[config.mk]
export PLATFORM = sky130hd
export DESIGN_NAME = jgc_div
export DESIGN_NICKNAME = d
export VERILOG_FILES = /design/src/rtl/jgc_div.sv
export SDC_FILE = /design/constraint.sdc
export NUM_CORES = 2
export LEC_CHECK = 0
export ABC_AREA = 1
export BUFFER_PORTS_ARGS = -buffer_cell sky130_fd_sc_hd__buf_2
export CAP_MARGIN = 30
export CORE_ASPECT_RATIO = 1.25
export CORE_UTILIZATION = 60
export DETAILED_ROUTE_END_ITERATION = 8
export PLACE_DENSITY_LB_ADDON = 0.3
export SYNTH_ARGS = -nofsm -noshare
export SYNTH_HDL_FRONTEND = slang
export SYNTH_SLANG_ARGS = --single-unit
[constraint.sdc]
create_clock -name clk_i -period 2.7 [get_ports clk_i]
set_clock_uncertainty 0.05 [all_clocks]
set_input_delay 0 -clock clk_i [delete_from_list [all_inputs] [get_ports clk_i]]
set_output_delay 0 -clock clk_i [all_outputs]
set_load 0.01 [all_outputs]
[src/rtl/jgc_div.sv]
module jgc_div #(
  parameter int DW  = 31,
  parameter int CSB = 12,
  parameter int TW  = 1
) (
  input  logic           clk_i,
  input  logic           rst_ni,
  input  logic           en_i,
  input  logic           valid_i,
  input  logic [DW-1:0]  dividend_i,
  input  logic [CSB:0]   divisor_i,
  input  logic [TW-1:0]  side_i,
  output logic           valid_o,
  output logic [DW-1:0]  quo_o,
  output logic [CSB-1:0] rem_o,
  output logic [TW-1:0]  side_o
);

  logic [DW-1:0]  valid_q;
  logic [DW-1:0]  quo_q  [DW];
  logic [CSB-1:0] rem_q  [DW];
  logic [TW-1:0]  side_q [DW];

  for (genvar k = 0; k < DW; k++) begin : g_step
    logic [DW-1:0]  d_in;
    logic [CSB-1:0] r_in;
    logic [TW-1:0]  s_in;
    logic           v_in;
    logic [CSB:0]   trial;
    logic [CSB:0]   diff;
    logic           ge;

    if (k == 0) begin : g_first
      assign d_in = dividend_i;
      assign r_in = '0;
      assign s_in = side_i;
      assign v_in = valid_i;
    end else begin : g_next
      assign d_in = quo_q[k-1];
      assign r_in = rem_q[k-1];
      assign s_in = side_q[k-1];
      assign v_in = valid_q[k-1];
    end

    assign trial = {r_in, d_in[DW-1]};
    assign ge    = (trial >= divisor_i);
    assign diff  = trial - divisor_i;

    always_ff @(posedge clk_i or negedge rst_ni) begin
      if (!rst_ni) begin
        valid_q[k] <= 1'b0;
      end else if (en_i) begin
        valid_q[k] <= v_in;
      end
    end

    always_ff @(posedge clk_i) begin
      if (en_i) begin
        quo_q[k]  <= {d_in[DW-2:0], ge};
        rem_q[k]  <= ge ? diff[CSB-1:0] : trial[CSB-1:0];
        side_q[k] <= s_in;
      end
    end
  end

  assign valid_o = valid_q[DW-1];
  assign quo_o   = quo_q[DW-1];
  assign rem_o   = rem_q[DW-1];
  assign side_o  = side_q[DW-1];

endmodule

* Word level (Yosys, flattened, before mapping)
Memory sizes are Yosys's and may differ from the RTL's.
Index checks and enable logic that the tools add are counted.
** Cells by class
- Add/sub/neg operators :: 31
- $lt $le $gt $ge :: 31
- Mux-type cells :: 33
** Operator list (number)
- 13-bit greater-or-equal comparator :: 30
- 12-bit 2-to-1 mux :: 31
- 12-bit subtractor :: 30
- 1-bit by 13-bit greater-or-equal comparator with 1-bit output :: 1
- 1-bit by 12-bit subtractor with 12-bit output :: 1
- 1-bit 2-to-1 mux :: 2
** Storage, ports and cells
- Register bits :: 31
- Bits in writable memories :: 1364
- Bits of input ports :: 49
- Output and inout bits :: 45
- Word-level logic and storage cells :: 129
- Memories kept :: 3
** Memories
- quo_q :: depth 31, bits a word 31, read ports 31, clocked after Yosys merged registers in 0, write ports 31, RTL line 20 : logic [DW-1:0] quo_q [DW];
- rem_q :: depth 31, bits a word 12, read ports 31, clocked after Yosys merged registers in 0, write ports 31, RTL line 21 : logic [CSB-1:0] rem_q [DW];
- side_q :: depth 31, bits a word 1, read ports 31, clocked after Yosys merged registers in 0, write ports 31, RTL line 22 : logic [TW-1:0] side_q [DW];

* Longest topological paths before layout
An unclocked memory read counts as a cell.
- Depth after elaboration :: 3
- Depth in mapped cells :: 12

* Least setup slack after synthesis
Ideal clock, no wire load.
- Path kind :: input-to-reg
- From :: input divisor_i[8]
- To :: memory rem_q[24][7] (data pin)
- Setup time :: 0.253 ns
- Arrival :: 1.871 ns
- Required time :: 2.397 ns
- Path slack :: 0.526 ns
- Stages :: 11
- Buffers on the path :: 1
- Path through :: inv_1 -> ha_1 -> nand2_2 -> inv_2 -> nand2_2 -> nand2_2 -> a21oi_4 -> nand3_4 -> buf_12 -> nand2_2 -> nand2_1
** RTL lines
- from (decl) :: RTL line 11 : input logic [CSB:0] divisor_i,
- to (decl) :: RTL line 21

==> impl_summary.txt <==
----------------------------------------------------
[Drt]
  Post-detailed-route wirelength per cell ... 16.4 um
  Via density per instance ... 5.27
  DR iter-0 viols ... 3040
  Routed Wire Length ... 147000 um
  Initial DRT Pass Iterations ... 6
  Vias post-DR ... 47005
  ANT nets after route ... 0
  DRC ... 0

[STA]
  Hold Violations, Final ... 0
  Shortest period the worst path allows ... 2.66 ns
  Setup repair after global routing missed its margin ... false
  Part of the cycle the worst path needs ... 98.5%
  Slew at the pin closest to its max-slew limit ... 0.561 ns
  Max-slew violation total from the final report ... 0
  Upper clock frequency limit ... 0.376 GHz
  Number of endpoints failing setup at the final stage ... 0
  Worst slew margin relative to its limit ... 62.6%
  Sum of negative setup slack ... 0 ns

[Floorplanning]
  Die width ... 308 um
  Number of rows in the core area ... 140
  Core outline area ... 116000 sq um
  Height of the die ... 385 um
  Count of pins on the block boundary ... 94
  Initial core utilization ... 60.5%
  Floorplan die area ... 119000 sq um

[GRT]
  GRT Resource Usage Total ... 25.1%
  Gr ovfl total ... 0
  Initial antenna violation count ... 0
  Vias in the first global route ... 46192
  First-pass GRT wire length ... 232000 um
  Pin count of the biggest net entering global routing ... 104

[Clocking]
  Total clock buffers created by CTS ... 139
  Clock root cell ... clkbuf_16
  Clock latency on the worst-skew pair ... 0.78 ns
  Clock transition at the registers of the reported paths ... 0.06 ns
  H-tree depth ... 4
  Resized Gates After CTS ... 0
  Clock tree from TritonCTS ... yes
  Clock sinks ... 1395
  Clock tree buffer depth ... 3

[Yosys]
  Synth top area share ... 58.1%
  Register bit total from synthesis ... 1395
  Number of synthesis warnings ... 0
  Ranking of synthesized cells by area ... edfxtp_1, nand2_1, ha_1
  Number of different library cells in the post-synthesis netlist ... 34
  Netlist area before placement ... 70400 sq um
  Syn_nets ... 7335
  Mean instance size in the synthesized netlist ... 10.3 sq um
  Share of the yosys chip area belonging to registers ... 59.2%
  Synthesized instance count ... 6864
  Library cell with the largest summed area after synthesis ... edfxtp_1

[Hold path]
  Type of the most critical hold path ... input port to flip-flop

[Power and ir drop]
  Static leakage ... 35.9 nW
  Clock share of power ... 23.9%
  Switching Share ... 36.6%
  Power density normalized to cell area ... 1030 nW/um^2
  Worst vdd ir ... 707 uV
  Internal ... 0.0520 W
  Reported net switching power ... 0.0300 W
  Combinational fraction of design power ... 37.6%
  Share of power burned in registers ... 38.5%

[Setup path]
  WP data required ... 3.16 ns
  Top fanout value on the critical path ... 32
  Category of the worst setup path launch point ... input port
  Worst Setup Path Type ... input port to flip-flop
  CP arrival ... 3.12 ns
  Kind of end point of the critical path ... flip-flop

[Cells and area]
  Non-filler cells, final ... 8924
  Fraction of layout instances using a drive strength above 1 ... 9.02%
  Leading cell type in the layout, fill and taps excluded ... nand2_1
  Synth-to-Final Area Change ... 12.9%
  Cell area after layout ... 79500 sq um
  Number of antenna diodes ... 0
  Final layout net count ... 7720
  Commonest non-fill, non-tap cells in the layout ... nand2_1, edfxtp_1, inv_1, nand3_1, ha_1
  Fillers ... 8685

[Placed design]
  DPL Wire Length ... 100000 um
  Cell count after placement ... 8590
  Cell area after placement ... 74000 sq um
  Placer congestion estimate ... 0.938
  Count of port buffers added during placement ... 93

[Status]
  Outcome ... completed

[Run]
  Count of max-cap constraint violations ... 0

----------------------------------------------------
-- registers in the layout, indices dropped and copies added, names as in the netlist --
name,cells
valid_o,1
rem_q,372
side_q,31
quo_q,961
g_step.v_in,30
-- area by class of cell --
| type | instances | area [sq um] | share of cell area [%] |
|---|---|---|---|
| clock buffers | 166 | 3670 | 4.62 |
| clock inverters | 88 | 980 | 1.23 |
| inverters | 1120 | 4200 | 5.29 |
| multi-input cells | 4264 | 23700 | 29.8 |
| flip-flops and latches | 1395 | 41700 | 52.5 |
| well taps | 1562 | 1950 | 2.46 |
| repair buffers | 329 | 3240 | 4.07 |
-- Yosys cell counts --
cell type  count
nand2_1     2030
edfxtp_1    1364
inv_1       1118
nand3_1      408
ha_1         392
nor2_1       344
nand4_1      274
a21oi_1      155
o21ai_0      153
xor2_1       130
o21ai_1       86
nand3_2       69
buf_6         54
nand2_2       52
dfrtp_1       31
fa_1          30
xnor2_1       30
a21oi_4       28
and2_1        28
buf_2         20
nor2_4        18
nor2_2        16
clkbuf_1       7
o21ai_2        7
nor3_1         3
a21oi_2        2
and2_4         2
buf_12         2
buf_4          2
inv_2          2
nand2_4        2
nand3_4        2
nand4_4        2
mux2_2         1
-- stage by stage --
step	util, %	hold WS (ns)	setup WS [ns]	power, W
after detailed placement	63.6	0.0350	0.270	0.0624
after CTS	68.3	0.0388	0.323	0.0825
final	68.3	0.0792	0.0399	0.0820
after global placement	63.6	0.00584	0.302	0.0619
after floorplan	-	-0.346	0.526	0.0547
after global routing	68.3	0.112	0.0519	0.0878
-- worst paths after layout --
path	startpoint	to	slack, ns	cells past startpoint
max	divisor_i[9]	rem_q[0][0]$_DFFE_PP_	0.04	13
min	divisor_i[0]	rem_q[4][0]$_DFFE_PP_	0.08	6
max reg2reg	rem_q[1][9]$_DFFE_PP_	rem_q[2][8]$_DFFE_PP_	0.45	9
min reg2reg	quo_q[6][5]$_DFFE_PP_	quo_q[6][37]$_DFFE_PP_	0.35	0
max in group asynchronous	rst_ni	g_step[16].v_in$_DFFE_PN0P_	2.23	4
min in group asynchronous	rst_ni	g_step[27].v_in$_DFFE_PN0P_	0.19	4
-- power groups by stage --
stage | registers [W] | logic (W) | clock network, W
6_report | 0.0315 | 0.0308 | 0.0196
5_1_grt | 0.0318 | 0.0351 | 0.0209
4_1_cts | 0.0315 | 0.0308 | 0.0201
3_5_place_dp | 0.0319 | 0.0305 | 0
3_3_place_gp | 0.0319 | 0.0300 | 0
2_1_floorplan | 0.0308 | 0.0239 | 0
-- routing by layer --
layer | global-route usage, % | up-vias | wire length [um]
met5 | 0 | - | 0
li1 | - | 23750 | -
met2 | 44.8 | 978 | 74000
met4 | 12.6 | 0 | 7070
met3 | 3.47 | 378 | 5620
met1 | 29.6 | 21899 | 60000
-- critical path, stage by stage --
cell and delay, ns:
buf_2 0.11, inv_1 0.09, buf_12 0.29, nand2_1 0.12
nor3_1 0.23, dlygate4sd3_1 0.60, nand3_1 0.10, nand2_1 0.11
inv_1 0.09, nand2_1 0.06, dlygate4sd3_1 0.55, o21ai_0 0.08
dlygate4sd3_1 0.56
-- logic make-up after synthesis --
group | share of synthesized area (%)
fa+ha+maj | 7.81
flops | 59.2
mux | 0.0160
compound gates | 3.56
xor+xnor | 1.99
simple gates | 20.3
buf+inv | 7.09
-- timing repair --
action | in CTS | in global routing
setup buffers | 0 | 0
hold endpoints to repair | 723 | 0
hold buffers | 80 | 0
Power figures use the tool's default switching activity.
